$ cat src/rtl/mts_pkg.sv
// ----------------------------------------------------------------------------
// mts_pkg
// Shared types and constants for the mention token scanner.
// ----------------------------------------------------------------------------
package mts_pkg;

    localparam int unsigned CHAR_W = 8;
    localparam int unsigned KIND_W = 2;
    localparam int unsigned OPOS_W = 16;
    localparam int unsigned ID_W   = 31;
    localparam int unsigned CNT_W  = 8;

    typedef logic [CHAR_W-1:0] t_char;
    typedef logic [KIND_W-1:0] t_kind;
    typedef logic [OPOS_W-1:0] t_opos;
    typedef logic [ID_W-1:0]   t_id;
    typedef logic [CNT_W-1:0]  t_cnt;

    // Mention kinds as carried on the result channel.
    localparam t_kind KIND_USER = 2'd0;
    localparam t_kind KIND_ROLE = 2'd1;
    localparam t_kind KIND_ALL  = 2'd2;

    // Characters the scanner looks for.
    localparam t_char CH_AT    = 8'h40;  // '@'
    localparam t_char CH_USER  = 8'h75;  // 'u'
    localparam t_char CH_ROLE  = 8'h72;  // 'r'
    localparam t_char CH_ALL   = 8'h65;  // 'e'
    localparam t_char CH_ZERO  = 8'h30;  // '0'
    localparam t_char CH_NINE  = 8'h39;  // '9'

    localparam t_id  ID_MAX        = 31'h7FFF_FFFF;
    localparam t_cnt CNT_MAX       = 8'hFF;
    localparam t_cnt MAX_FOUND_RST = 8'd16;

endpackage

$ cat src/rtl/mts_text_if.sv
// ----------------------------------------------------------------------------
// mts_text_if
// Request channel carrying one text character and its end-of-text flag.
// ----------------------------------------------------------------------------
interface mts_text_if;
    import mts_pkg::*;

    logic  valid;
    logic  ready;
    t_char text_char;
    logic  text_last;

    modport source (output valid, output text_char, output text_last, input ready);
    modport sink   (input valid, input text_char, input text_last, output ready);

endinterface

$ cat src/rtl/mts_mention_if.sv
// ----------------------------------------------------------------------------
// mts_mention_if
// Request channel carrying one recognized mention.
// ----------------------------------------------------------------------------
interface mts_mention_if;
    import mts_pkg::*;

    logic  valid;
    logic  ready;
    t_kind mention_kind;
    t_opos begin_pos;
    t_opos end_pos;
    t_id   mention_id;

    modport source (
        output valid, output mention_kind, output begin_pos, output end_pos,
        output mention_id, input ready
    );
    modport sink (
        input valid, input mention_kind, input begin_pos, input end_pos,
        input mention_id, output ready
    );

endinterface

$ cat src/rtl/mention_token_scanner_core.sv
// ----------------------------------------------------------------------------
// mention_token_scanner_core
// Streams text one character per request and reports '@e', '@u<id>' and
// '@r<id>' mentions with their kind, position span and decimal id.
// ----------------------------------------------------------------------------
//
//  channel     dir  handshake          payload
//  i_text      in   valid / ready      text_char[7:0], text_last
//  o_mention   out  valid / ready      mention_kind[1:0], begin_pos[15:0],
//                                      end_pos[15:0], mention_id[30:0]
//  i_cfg_*     in   write enable only  max_found[7:0]
//
//  One character per cycle sustained while the result channel is not stalled.
//  A request is taken into the input register and, when the scan stage
//  advances, scanned into the result register, which offers the mention
//  on o_mention until it is taken.
//  The scan state, the accumulate (x10 as shift-and-add) and the limit
//  compare all settle in that single stage. Synchronous active-low reset
//  clears the scan state and sets max_found to 16. A stalled result
//  holds the scan stage; an empty input register still takes one request.
// ----------------------------------------------------------------------------
module mention_token_scanner_core #(
    parameter int unsigned POS_BITS = 16
) (
    input  logic                 i_clk,
    input  logic                 i_rst_n,
    mts_text_if.sink             i_text,
    mts_mention_if.source        o_mention,
    input  logic                 i_cfg_wr_en,
    input  mts_pkg::t_cnt        i_cfg_wr_data
);
    import mts_pkg::*;

    typedef logic [POS_BITS-1:0] t_pos;

    // Scan phase, one-hot.
    typedef enum logic [3:0] {
        PH_SEEK  = 4'b0001,  // looking for '@'
        PH_TYPE  = 4'b0010,  // '@' seen, judge type character
        PH_AWAIT = 4'b0100,  // 'u' or 'r' seen, want first digit
        PH_ID    = 4'b1000   // collecting id digits
    } t_phase;

    // ------------------------------------------------------------------
    // Configuration register
    // ------------------------------------------------------------------
    t_cnt r_max_found;

    always_ff @(posedge i_clk) begin
        if (!i_rst_n) begin
            r_max_found <= MAX_FOUND_RST;
        end else if (i_cfg_wr_en) begin
            r_max_found <= i_cfg_wr_data;
        end
    end

    // ------------------------------------------------------------------
    // Input register
    // ------------------------------------------------------------------
    logic  r_in_valid;
    t_char r_in_char;
    logic  r_in_last;
    logic  w_advance;   // scan stage may move this cycle
    logic  w_in_take;

    // Scan stage may advance whenever the result register is free or drains.
    assign w_advance    = !o_mention.valid || o_mention.ready;
    assign i_text.ready = !r_in_valid || w_advance;
    assign w_in_take    = i_text.valid && i_text.ready;

    always_ff @(posedge i_clk) begin
        if (!i_rst_n) begin
            r_in_valid <= 1'b0;
        end else if (i_text.ready) begin
            r_in_valid <= i_text.valid;
        end
    end

    always_ff @(posedge i_clk) begin
        if (w_in_take) begin
            r_in_char <= i_text.text_char;
            r_in_last <= i_text.text_last;
        end
    end

    // ------------------------------------------------------------------
    // Scan state
    // ------------------------------------------------------------------
    t_phase r_phase,  n_phase;
    t_kind  r_kind,   n_kind;
    t_pos   r_dstart, n_dstart;
    t_id    r_acc,    n_acc;
    t_pos   r_pos,    n_pos;
    t_cnt   r_found,  n_found;

    // Result fields computed from the current character.
    logic   w_emit;
    t_kind  w_ekind;
    t_pos   w_ebegin;
    t_pos   w_eend;
    t_id    w_eid;

    logic         w_digit;
    logic [34:0]  w_acc_wide;
    t_id          w_acc_base;
    t_id          w_acc_next;
    t_cnt         w_found_inc;

    assign w_digit = (r_in_char >= CH_ZERO) && (r_in_char <= CH_NINE);

    // First digit starts from zero; later digits extend the running id.
    assign w_acc_base = (r_phase == PH_AWAIT) ? '0 : r_acc;
    assign w_acc_wide = {1'b0, w_acc_base, 3'b000} + {3'b000, w_acc_base, 1'b0}
                        + {31'd0, r_in_char[3:0]};
    assign w_acc_next = (w_acc_wide > {4'd0, ID_MAX}) ? ID_MAX : w_acc_wide[ID_W-1:0];

    // Found count after one more mention, saturating.
    assign w_found_inc = (r_found == CNT_MAX) ? r_found : r_found + 8'd1;

    always_comb begin
        n_phase  = r_phase;
        n_kind   = r_kind;
        n_dstart = r_dstart;
        n_acc    = r_acc;
        n_pos    = r_pos + t_pos'(1);
        n_found  = r_found;
        w_emit   = 1'b0;
        w_ekind  = r_kind;
        w_ebegin = r_dstart - t_pos'(2);
        w_eend   = r_pos;
        w_eid    = r_acc;

        if (r_found < r_max_found) begin
            unique case (r_phase) inside
                PH_SEEK: begin
                    if (r_in_char == CH_AT) begin
                        n_phase = PH_TYPE;
                    end
                end
                PH_TYPE, PH_AWAIT: begin
                    if (r_phase == PH_AWAIT && w_digit) begin
                        // First id digit.
                        n_dstart = r_pos;
                        n_acc    = w_acc_next;
                        n_phase  = PH_ID;
                        if (r_in_last) begin
                            w_emit   = 1'b1;
                            w_ebegin = r_pos - t_pos'(2);
                            w_eid    = w_acc_next;
                        end
                    end else if (r_in_char == CH_USER || r_in_char == CH_ROLE) begin
                        n_kind  = (r_in_char == CH_USER) ? KIND_USER : KIND_ROLE;
                        n_phase = PH_AWAIT;
                    end else begin
                        n_phase = PH_SEEK;
                        if (r_in_char == CH_ALL) begin
                            w_emit   = 1'b1;
                            w_ekind  = KIND_ALL;
                            w_ebegin = r_pos - t_pos'(1);
                            w_eid    = '0;
                        end
                    end
                end
                PH_ID: begin
                    if (w_digit) begin
                        n_acc = w_acc_next;
                        if (r_in_last) begin
                            w_emit = 1'b1;
                            w_eid  = w_acc_next;
                        end
                    end else begin
                        // Close the id at the previous digit; rescan this
                        // character for '@' unless the limit is now reached.
                        w_emit  = 1'b1;
                        w_eend  = r_pos - t_pos'(1);
                        n_phase = PH_SEEK;
                        if (w_found_inc < r_max_found && r_in_char == CH_AT) begin
                            n_phase = PH_TYPE;
                        end
                    end
                end
                default: begin
                    n_phase = PH_SEEK;
                end
            endcase
        end

        if (w_emit) begin
            n_found = w_found_inc;
        end

        // End of text: drop all scan state.
        if (r_in_last) begin
            n_phase  = PH_SEEK;
            n_kind   = KIND_USER;
            n_dstart = '0;
            n_acc    = '0;
            n_pos    = '0;
            n_found  = '0;
        end
    end

    always_ff @(posedge i_clk) begin
        if (!i_rst_n) begin
            r_phase  <= PH_SEEK;
            r_kind   <= KIND_USER;
            r_dstart <= '0;
            r_acc    <= '0;
            r_pos    <= '0;
            r_found  <= '0;
        end else if (r_in_valid && w_advance) begin
            r_phase  <= n_phase;
            r_kind   <= n_kind;
            r_dstart <= n_dstart;
            r_acc    <= n_acc;
            r_pos    <= n_pos;
            r_found  <= n_found;
        end
    end

    // ------------------------------------------------------------------
    // Result register
    // ------------------------------------------------------------------
    logic  r_out_valid;
    t_kind r_out_kind;
    t_opos r_out_begin;
    t_opos r_out_end;
    t_id   r_out_id;

    always_ff @(posedge i_clk) begin
        if (!i_rst_n) begin
            r_out_valid <= 1'b0;
        end else if (w_advance) begin
            r_out_valid <= r_in_valid && w_emit;
        end
    end

    always_ff @(posedge i_clk) begin
        if (w_advance && r_in_valid && w_emit) begin
            r_out_kind  <= w_ekind;
            r_out_begin <= t_opos'(w_ebegin);
            r_out_end   <= t_opos'(w_eend);
            r_out_id    <= w_eid;
        end
    end

    assign o_mention.valid        = r_out_valid;
    assign o_mention.mention_kind = r_out_kind;
    assign o_mention.begin_pos    = r_out_begin;
    assign o_mention.end_pos      = r_out_end;
    assign o_mention.mention_id   = r_out_id;

endmodule

$ cat src/flat_wrapper.sv
// flat-port wrapper written by rule: the top's interface ports become plain ports
module mention_token_scanner_core_flat import mts_pkg::*;
#(
    parameter int unsigned POS_BITS = 16
)
  (i_clk, i_rst_n, i_cfg_wr_en, i_cfg_wr_data, i_text_valid, i_text_text_char, i_text_text_last, i_text_ready, o_mention_valid, o_mention_mention_kind, o_mention_begin_pos, o_mention_end_pos, o_mention_mention_id, o_mention_ready);
  mts_text_if i_text_i ();
  mts_mention_if o_mention_i ();
  input  logic i_clk;
  input  logic i_rst_n;
  input  logic i_cfg_wr_en;
  input  mts_pkg::t_cnt i_cfg_wr_data;
  input wire logic [$bits(i_text_i.valid)-1:0] i_text_valid;
  input wire logic [$bits(i_text_i.text_char)-1:0] i_text_text_char;
  input wire logic [$bits(i_text_i.text_last)-1:0] i_text_text_last;
  output wire logic [$bits(i_text_i.ready)-1:0] i_text_ready;
  output wire logic [$bits(o_mention_i.valid)-1:0] o_mention_valid;
  output wire logic [$bits(o_mention_i.mention_kind)-1:0] o_mention_mention_kind;
  output wire logic [$bits(o_mention_i.begin_pos)-1:0] o_mention_begin_pos;
  output wire logic [$bits(o_mention_i.end_pos)-1:0] o_mention_end_pos;
  output wire logic [$bits(o_mention_i.mention_id)-1:0] o_mention_mention_id;
  input wire logic [$bits(o_mention_i.ready)-1:0] o_mention_ready;
  assign i_text_i.valid = i_text_valid;
  assign i_text_i.text_char = i_text_text_char;
  assign i_text_i.text_last = i_text_text_last;
  assign i_text_ready = i_text_i.ready;
  assign o_mention_valid = o_mention_i.valid;
  assign o_mention_mention_kind = o_mention_i.mention_kind;
  assign o_mention_begin_pos = o_mention_i.begin_pos;
  assign o_mention_end_pos = o_mention_i.end_pos;
  assign o_mention_mention_id = o_mention_i.mention_id;
  assign o_mention_i.ready = o_mention_ready;
  mention_token_scanner_core #(.POS_BITS(POS_BITS)) u_core (.i_clk(i_clk), .i_rst_n(i_rst_n), .i_text(i_text_i), .o_mention(o_mention_i), .i_cfg_wr_en(i_cfg_wr_en), .i_cfg_wr_data(i_cfg_wr_data));
endmodule
$ cat config.mk
export PLATFORM = sky130hd
export DESIGN_NAME = mention_token_scanner_core_flat
export DESIGN_NICKNAME = d
export VERILOG_FILES = /design/src/rtl/mts_pkg.sv /design/src/rtl/mts_text_if.sv /design/src/rtl/mts_mention_if.sv /design/src/rtl/mention_token_scanner_core.sv /design/src/flat_wrapper.sv
export SDC_FILE = /design/constraint.sdc
export NUM_CORES = 1
export LEC_CHECK = 0
export ABC_AREA = 1
export BUFFER_PORTS_ARGS = -buffer_cell sky130_fd_sc_hd__buf_2
export CORE_UTILIZATION = 62
export CTS_BUF_LIST = sky130_fd_sc_hd__clkbuf_16
export CTS_CLUSTER_DIAMETER = 60
export CTS_CLUSTER_SIZE = 8
export DETAILED_ROUTE_END_ITERATION = 6
export PLACE_DENSITY = 0.82
export SETUP_SLACK_MARGIN = 0.1
export SLEW_MARGIN = 15
export SYNTH_ARGS = -nofsm -noshare
export SYNTH_HDL_FRONTEND = slang
export SYNTH_SLANG_ARGS = --single-unit
$ cat constraint.sdc
create_clock -name i_clk -period 4.9 [get_ports i_clk]
set_input_delay 0.245 -clock i_clk [delete_from_list [all_inputs] [get_ports i_clk]]
set_output_delay 0.245 -clock i_clk [all_outputs]
set_load 0.02 [all_outputs]
==> results_dict.tcl, run 1 <==
set metrics [dict create \
    status "completed" \
    grt_pass1_wl_um 49600 \
    die_width_um 137 \
    holdPathStages 3 \
    routed-via-count 11000 \
    clk_pin_slew_ns 0.07 \
    syn_area_per_cell_um2 7.29 \
    area_growth_pct 10.7 \
    final.period_utilization_pct 87.1 \
    fin_setup_tns_ns 0 \
    htreeDepth 4 \
    via_count_of_the_first_global_routing_pass 10100 \
    n_fill_cell 1480 \
    synth_largest_type_area_fraction_pct 19.7 \
    synth_cell_type_count 51 \
    power_density_mw_per_mm2 235 \
    grt_antenna_before_repair 0 \
    postSynthRegisterBits 160 \
    clockRootBuffer "sky130_fd_sc_hd__clkbuf_16" \
    cts.sink_count 160 \
    finalClockSkew_ns 0.0106 \
    finalWeightedCongestion 0.997 \
    max_cap_viol_count 0 \
    routed_wirelength_um 31200 \
    place.detailed.instances 1816 \
    synth_seq_area_share_pct 34.9 \
    place_hpwl_um 22500 \
    period_needed_ns 4.27 \
    detail_route.drc_violations 0 \
    rsz0062_at_grt "false" \
    ios 89 \
    synth_enable_flop_cells 74 \
    placementRows 48 \
    reg2reg_to "u_core.o_mention.mention_id[9]$_DFFE_PP_" \
    synth_ff_type "sky130_fd_sc_hd__dfxtp_1" \
    final_hold_viol_count 0 \
    rr_startpoint "u_core.r_phase[0]$_SDFFE_PN1P_" \
    mappedNetlistArea_mm2 0.0113 \
    timing.slew.headroom_pct 23.3 \
    layoutNonFillerInstCount 1857 \
    hold_start "i_cfg_wr_data[4]" \
    die-height_um 137 \
    worst_hold_path.endpoint "u_core.r_max_found[4]$_SDFFE_PN1P_" \
    achievable-frequency_mhz 234 \
    design.final.nets 1724 \
    synth_area_leader_cell "sky130_fd_sc_hd__edfxtp_1" \
    placed_cell_area_mm2 0.0118 \
    power_frac_clock_pct 46.2 \
    tritoncts.num_buffers 17 \
    port_buffers 88 \
    power.leakage_nw 5.85 \
    irDropWorstVdd_mv 0.326 \
    yosys_warns 0 \
    crit_arrival_ns 4.45 \
    total_power_mw 2.93 \
    internal-power_mw 2.25 \
    multi_input_comb_area_mm2 0.00629 \
    regArea_mm2 0.00394 \
    drtAntennaViolNets 0 \
    drtPass1Iterations 5 \
    drt-initial-drc-count 1342 \
    clock_tree.buffer_depth 2 \
    timing.critical_path.to_type "flop" \
    regToRegSetupSlack_ns 0.63 \
    viasPerCell 5.92 \
    pin_count_of_the_biggest_net_entering_global_routing 47 \
    die-area_mm2 0.0188 \
    post_synth_main_area_contributors "sky130_fd_sc_hd__edfxtp_1 (20%), sky130_fd_sc_hd__dfxtp_1 (15%), sky130_fd_sc_hd__nand2_1 (12%)" \
    layout.cell_area.non_filler_mm2 0.0125 \
    worstMarginPinSlew_ns 1.15 \
    initial_core_util_pct 64.4 \
    asyncSetResetFlopFracSynth_pct 0 \
    power_frac_seq_pct 48.1 \
    mappedNetlistNets 1654 \
    latest_clock_arrival_within_the_worst_skew_pair_ns 0.43 \
    core_area_mm2 0.0175 \
    critPathRequiredTime_ns 5.08 \
    power.net_switching_mw 0.685 \
    synthCells 1549 \
    setup_viol 0 \
    sw_frac_of_total_pct 23.3 \
    reg2regPathDepth 22 \
    pwr-share-comb_pct 5.7 \
    crit_type "flop to flop" \
    worstSetupStartpointType "flop" \
    layout-drive-gt1-share_pct 11.8 \
    routed_wirelength_normalized_by_instance_count_um 16.8 \
    cts_tree "yes" \
    track_usage_pct 34.0 \
    worst_hold_path_type "input port to flop" \
    drv_slew 0 \
    n_antenna_cell 0 \
    worstPathMaxFanout 32 \
    grt_overflow 0 \
]
==> area by class of cell <==
cell class	instances	area share (%)
flip-flops and latches	160	31.5
clock buffers	17	3.40
clock inverters	15	1.35
multi-input cells	1126	50.3
inverters	204	6.13
repair buffers	110	5.02
well taps	225	2.25
==> routing by layer <==
| metal | part of all wire [%] | routed length, um | global-route usage (%) |
|---|---|---|---|
| met1 | 44 | 13700 | 46.9 |
| met2 | 45 | 14100 | 53.6 |
| met3 | 8.5 | 2660 | 5.00 |
| met4 | 2.5 | 776 | 12.6 |
| met5 | 0 | 0 | 0 |
==> metrics by stage <==
stage | util (%) | hold slack [ns] | setup WS, ns
2_1_floorplan | - | 0.344 | 1.34
3_3_place_gp | 67.4 | 0.425 | 0.863
3_5_place_dp | 67.4 | 0.423 | 0.772
4_1_cts | 71.3 | 0.0313 | 0.720
5_1_grt | 71.3 | 0.0479 | 0.364
6_report | 71.3 | 0.0363 | 0.633
==> Yosys cell counts, types with 5 or more instances <==
cell and number:
sky130_fd_sc_hd__clkbuf_1 25, sky130_fd_sc_hd__nand3_1 93, sky130_fd_sc_hd__nand2_1 362, sky130_fd_sc_hd__o211ai_1 25
sky130_fd_sc_hd__nor2_1 152, sky130_fd_sc_hd__nand2_2 11, sky130_fd_sc_hd__nor2_2 6, sky130_fd_sc_hd__nor3_1 20
sky130_fd_sc_hd__edfxtp_1 74, sky130_fd_sc_hd__buf_4 11, sky130_fd_sc_hd__o221ai_1 5, sky130_fd_sc_hd__buf_2 13
sky130_fd_sc_hd__xnor2_1 25, sky130_fd_sc_hd__a211oi_1 12, sky130_fd_sc_hd__inv_1 190, sky130_fd_sc_hd__buf_1 7
sky130_fd_sc_hd__ha_1 82, sky130_fd_sc_hd__o21bai_1 8, sky130_fd_sc_hd__nand3_2 11, sky130_fd_sc_hd__inv_2 13
sky130_fd_sc_hd__o22ai_1 18, sky130_fd_sc_hd__a21oi_1 124, sky130_fd_sc_hd__dfxtp_1 86, sky130_fd_sc_hd__xor2_1 37
sky130_fd_sc_hd__nand4_1 15, sky130_fd_sc_hd__o21ai_0 57, sky130_fd_sc_hd__o21ai_1 20
==> registers in the layout, summed over array words and instances (netlist names) <==
name / cells
u_core.o_mention.mention_kind: 2
u_core.r_in_last: 1
u_core.o_mention.valid: 1
u_core.r_phase: 4
u_core.r_dstart: 16
u_core.o_mention.begin_pos: 16
u_core.r_kind: 1
u_core.r_max_found: 8
u_core.r_in_valid: 1
u_core.o_mention.end_pos: 16
u_core.r_found: 8
u_core.o_mention.mention_id: 31
u_core.r_acc: 31
u_core.r_in_char: 8
u_core.r_pos: 16
==> worst max-delay path by stage <==
stage	from	end	slack, ns
finish	u_core.r_phase[0]$_SDFFE_PN1P_	u_core.o_mention.mention_id[9]$_DFFE_PP_	0.63
global route	u_core.r_phase[0]$_SDFFE_PN1P_	u_core.o_mention.mention_id[6]$_DFFE_PP_	0.36
CTS	u_core.r_phase[0]$_SDFFE_PN1P_	u_core.o_mention.mention_id[9]$_DFFE_PP_	0.72
detailed placement	u_core.r_phase[0]$_SDFFE_PN1P_	u_core.o_mention.mention_id[6]$_DFFE_PP_	0.77
global placement	u_core.r_phase[0]$_SDFFE_PN1P_	u_core.o_mention.mention_id[11]$_DFFE_PP_	0.86
floorplan	u_core.r_phase[0]$_SDFFE_PN1P_	u_core.o_mention.mention_id[30]$_DFFE_PP_	1.34
==> power groups by stage <==
stage | clock network, mW | logic [mW] | registers (mW)
2_1_floorplan | 0 | 0.114 | 1.44
3_3_place_gp | 0 | 0.154 | 1.44
3_5_place_dp | 0 | 0.156 | 1.44
4_1_cts | 1.35 | 0.163 | 1.41
5_1_grt | 1.41 | 0.183 | 1.41
6_report | 1.36 | 0.168 | 1.41
==> worst max-delay path, stage by stage, from the launching register on <==
cell and delay [ns]:
sky130_fd_sc_hd__dfxtp_1 0.38, sky130_fd_sc_hd__nor2_2 0.19, sky130_fd_sc_hd__nand3_4 0.13, sky130_fd_sc_hd__inv_1 0.43
sky130_fd_sc_hd__nor2_1 0.18, sky130_fd_sc_hd__nor2_1 0.13, sky130_fd_sc_hd__a21oi_1 0.05, sky130_fd_sc_hd__ha_1 0.32
sky130_fd_sc_hd__inv_1 0.07, sky130_fd_sc_hd__fa_1 0.48, sky130_fd_sc_hd__inv_1 0.08, sky130_fd_sc_hd__nand2_1 0.06
sky130_fd_sc_hd__nand3_2 0.11, sky130_fd_sc_hd__nand2_1 0.08, sky130_fd_sc_hd__nand2_2 0.12, sky130_fd_sc_hd__nand2_1 0.09
sky130_fd_sc_hd__nand3_1 0.09, sky130_fd_sc_hd__nand2_1 0.09, sky130_fd_sc_hd__nor2_4 0.08, sky130_fd_sc_hd__buf_4 0.40
sky130_fd_sc_hd__nand3_1 0.22, sky130_fd_sc_hd__nor2_1 0.16, sky130_fd_sc_hd__o22ai_1 0.08
==> what timing repair did <==
action | 4_1_cts | 5_1_grt
setup buffers | 0 | 0
endpoints found under the hold margin | 9 | 0
gates resized for setup | 0 | 0
hold buffers | 9 | 0
setup endpoints to repair | 0 | 0
==> cell usage in the layout, fill, tap and decap left out, types with 5 or more instances in the layout <==
cell | netlist | layout
sky130_fd_sc_hd__dfxtp_1 | 86 | 86
sky130_fd_sc_hd__a21oi_1 | 124 | 124
sky130_fd_sc_hd__o21bai_1 | 8 | 8
sky130_fd_sc_hd__nand4_1 | 15 | 15
sky130_fd_sc_hd__nand2_1 | 362 | 362
sky130_fd_sc_hd__xor2_1 | 37 | 37
sky130_fd_sc_hd__nor3_1 | 20 | 20
sky130_fd_sc_hd__ha_1 | 82 | 82
sky130_fd_sc_hd__xnor2_1 | 25 | 25
sky130_fd_sc_hd__nand3_2 | 11 | 11
sky130_fd_sc_hd__buf_2 | 13 | 88
sky130_fd_sc_hd__nand3_1 | 93 | 93
sky130_fd_sc_hd__o21ai_1 | 20 | 20
sky130_fd_sc_hd__dlygate4sd3_1 | 0 | 9
sky130_fd_sc_hd__inv_1 | 190 | 190
sky130_fd_sc_hd__inv_2 | 13 | 14
sky130_fd_sc_hd__nor2_1 | 152 | 151
sky130_fd_sc_hd__o211ai_1 | 25 | 25
sky130_fd_sc_hd__nand2_2 | 11 | 11
sky130_fd_sc_hd__o21ai_0 | 57 | 57
sky130_fd_sc_hd__nor2_2 | 6 | 7
sky130_fd_sc_hd__o22ai_1 | 18 | 18
sky130_fd_sc_hd__buf_4 | 11 | 13
sky130_fd_sc_hd__edfxtp_1 | 74 | 74
sky130_fd_sc_hd__clkbuf_16 | 0 | 17
sky130_fd_sc_hd__a211oi_1 | 12 | 12
sky130_fd_sc_hd__o221ai_1 | 5 | 5
==> cells by family after synthesis <==
kind of cell	synth area share, %
xor gates and xnor gates	4.81
DFF	34.9
buffers and inverters	9.45
adders and majority gates	9.26
AOI/OAI and AO/OA	14.7
and+or+nand+nor	26.6
muxes	0.188
No activity file was read; power rests on OpenSTA's default activity.
==> run 2, diff against run 1 <==
--- a/config.mk
+++ b/config.mk
@@ -7,14 +7,15 @@
 export LEC_CHECK = 0
 export ABC_AREA = 1
 export BUFFER_PORTS_ARGS = -buffer_cell sky130_fd_sc_hd__buf_2
+export CORE_ASPECT_RATIO = 1.1
 export CORE_UTILIZATION = 62
 export CTS_BUF_LIST = sky130_fd_sc_hd__clkbuf_16
 export CTS_CLUSTER_DIAMETER = 60
 export CTS_CLUSTER_SIZE = 8
 export DETAILED_ROUTE_END_ITERATION = 6
 export PLACE_DENSITY = 0.82
+export RECOVER_POWER = 100
 export SETUP_SLACK_MARGIN = 0.1
-export SLEW_MARGIN = 15
 export SYNTH_ARGS = -nofsm -noshare
 export SYNTH_HDL_FRONTEND = slang
 export SYNTH_SLANG_ARGS = --single-unit
==> run 2 against run 1 <==
The run now ends with max-capacitance violations, max-slew violations left. Global-route usage rose by 0.38 points. Sequential cell count did not move. Cell count rose by 0.59%. Clock skew fell by 0.0028 ns. Die area barely moved. First-iteration DRC count fell by 38%. Wire length fell by 0.46%. Register-to-register slack got worse by 0.26 ns. Cell area fell by 1.3%. Sequential power barely moved.
==> results_dict.tcl, run 2 (same netlist as run 1, synthesis figures left out) <==
set metrics [dict create \
    slowest_stage "sky130_fd_sc_hd__clkbuf_1" \
    core_area_mm2 0.0177 \
    routed-via-count 10800 \
    most_common_cell_after_layout_fill_and_taps_aside "sky130_fd_sc_hd__nand2_1" \
    drtPass1Iterations 5 \
    placementRows 51 \
    max_cap_viol_count 3 \
    rsz0062_at_grt "false" \
    power_density_mw_per_mm2 233 \
    crit_arrival_ns 4.73 \
    layout.cell_area.non_filler_mm2 0.0123 \
    grt_use_met2_pct 57.1 \
    pin_count_of_the_biggest_net_entering_global_routing 66 \
    layout-drive-gt1-share_pct 6.87 \
    drt-initial-drc-count 830 \
    total_power_mw 2.87 \
    cts_repair_resize_count 0 \
    die_width_um 131 \
    die-height_um 144 \
    failing_checks "max-capacitance violations, max-slew violations" \
    routed_wirelength_um 31100 \
    crit_path_cell_trace "clkbuf_1 -> inv_1 -> clkbuf_1 -> nor2_1 -> nand2_1 -> o311ai_0" \
    busiest_layer_in_global_routing "met2" \
    clock_tree.buffer_depth 2 \
    power.leakage_nw 5.59 \
    crit_type "flop to flop" \
    placement.setup.worst_slack_ns 0.655 \
    delay_contributed_by_the_slowest_stage_of_the_critical_path_ns 1.62 \
    worstSetupStartpointType "flop" \
    timing.slew.headroom_pct -55.8 \
    cts.sink_count 160 \
    period_needed_ns 4.53 \
    regToRegSetupSlack_ns 0.37 \
    clockRootBuffer "sky130_fd_sc_hd__clkbuf_16" \
    status "finished with violations" \
    area_growth_pct 9.24 \
    grt.met3_usage_pct 4.69 \
    via_count_of_the_first_global_routing_pass 9922 \
    postLayoutSetupSlackWorst_ns 0.373 \
    track_usage_pct 34.4 \
    viasPerCell 5.77 \
    n_fill_cell 1583 \
    finalClockSkew_ns 0.00783 \
    worst_hold_path_type "input port to flop" \
    design.final.nets 1722 \
    regArea_mm2 0.00394 \
    die-area_mm2 0.0188 \
    port_buffers 88 \
    n_antenna_cell 0 \
    clk_pin_slew_ns 0.07 \
    leading_cell_types_in_the_layout_fill_and_taps_excluded "sky130_fd_sc_hd__nand2_1 (363), sky130_fd_sc_hd__inv_1 (190), sky130_fd_sc_hd__nor2_1 (153), sky130_fd_sc_hd__a21oi_1 (124), sky130_fd_sc_hd__nand3_1 (94)" \
    drv_slew 101 \
    tritoncts.num_buffers 17 \
    gr-usage-met1_pct 44.2 \
    multi_input_comb_area_mm2 0.00626 \
    cell_seen_most_often_among_critical_path_stages "sky130_fd_sc_hd__clkbuf_1" \
    ios 89 \
    irDropWorstVdd_mv 0.253 \
    routed_wirelength_normalized_by_instance_count_um 16.6 \
    placed_cell_area_mm2 0.0118 \
    worstMarginPinSlew_ns 2.34 \
    htreeDepth 4 \
    grt_overflow 0 \
    finalWeightedCongestion 0.983 \
    timing.critical_path.to_type "flop" \
    final_hold_viol_count 0 \
    detail_route.drc_violations 0 \
    utilization_pct 69.6 \
    cts_tree "yes" \
    fin_setup_tns_ns 0 \
    place_hpwl_um 22500 \
    setup_viol 0 \
    latest_clock_arrival_within_the_worst_skew_pair_ns 0.44 \
    grt_pass1_wl_um 49500 \
    worstPathMaxFanout 46 \
    drtAntennaViolNets 0 \
    critPathRequiredTime_ns 5.10 \
    final.period_utilization_pct 92.4 \
    achievable-frequency_mhz 221 \
    initial_core_util_pct 63.7 \
    grt_antenna_before_repair 0 \
]
-- run 2: layer usage --
layer	share of wire, %	up-vias	wire [um]
li1	-	5281	-
met1	42	4905	13100
met2	47	506	14500
met3	7.0	94	2180
met4	4.0	0	1230
met5	0	-	0
-- run 2: final timing paths --
| path | from | to | cells after the start |
|---|---|---|---|
| min | i_cfg_wr_data[4] | u_core.r_max_found[4]$_SDFFE_PN1P_ | 3 |
| min reg2reg | u_core.r_dstart[2]$_SDFFE_PN0P_ | u_core.r_dstart[2]$_SDFFE_PN0P_ | 2 |
| max | u_core.r_in_last$_DFFE_PP_ | u_core.o_mention.begin_pos[14]$_DFFE_PP_ | 6 |
| max reg2reg | u_core.r_in_last$_DFFE_PP_ | u_core.o_mention.begin_pos[14]$_DFFE_PP_ | 6 |
-- run 2: repair_timing --
| action | in CTS | in global routing |
|---|---|---|
| hold endpoints to repair | 8 | 0 |
| buffers inserted | 0 | 0 |
| hold buffers | 8 | 0 |
-- run 2: report_power, final --
| group | leakage, nW | switching, mW | internal, mW |
|---|---|---|---|
| clock | 0.284 | 0.583 | 0.707 |
| sequential | 1.41 | 0.0108 | 1.40 |
| combinational | 3.90 | 0.119 | 0.0508 |
-- run 2: through the flow --
step                      cells  hold slack (ns)
after CTS                  1868          0.00580
final                      1868           0.0250
after global routing       1868           0.0335
after detailed placement   1828            0.423
after floorplan            1549            0.344
after global placement     1828            0.422
-- run 2: critical path: cells and delay by family (launching register included) --
family / cells / cell delay (ns)
AO/OA/AOI/OAI: 1 / 0.41
buffers and inverters: 3 / 2.75
flip-flops: 1 / 0.33
AND/OR/NAND/NOR: 2 / 0.79
-- run 2: final cells by class --
type | count | share of cell area (%)
clock buffers | 17 | 3.45
flip-flops and latches | 160 | 32.0
multi-input cells | 1126 | 50.8
repair buffers | 108 | 4.15
well taps | 238 | 2.41
clock inverters | 15 | 1.05
inverters | 204 | 6.21
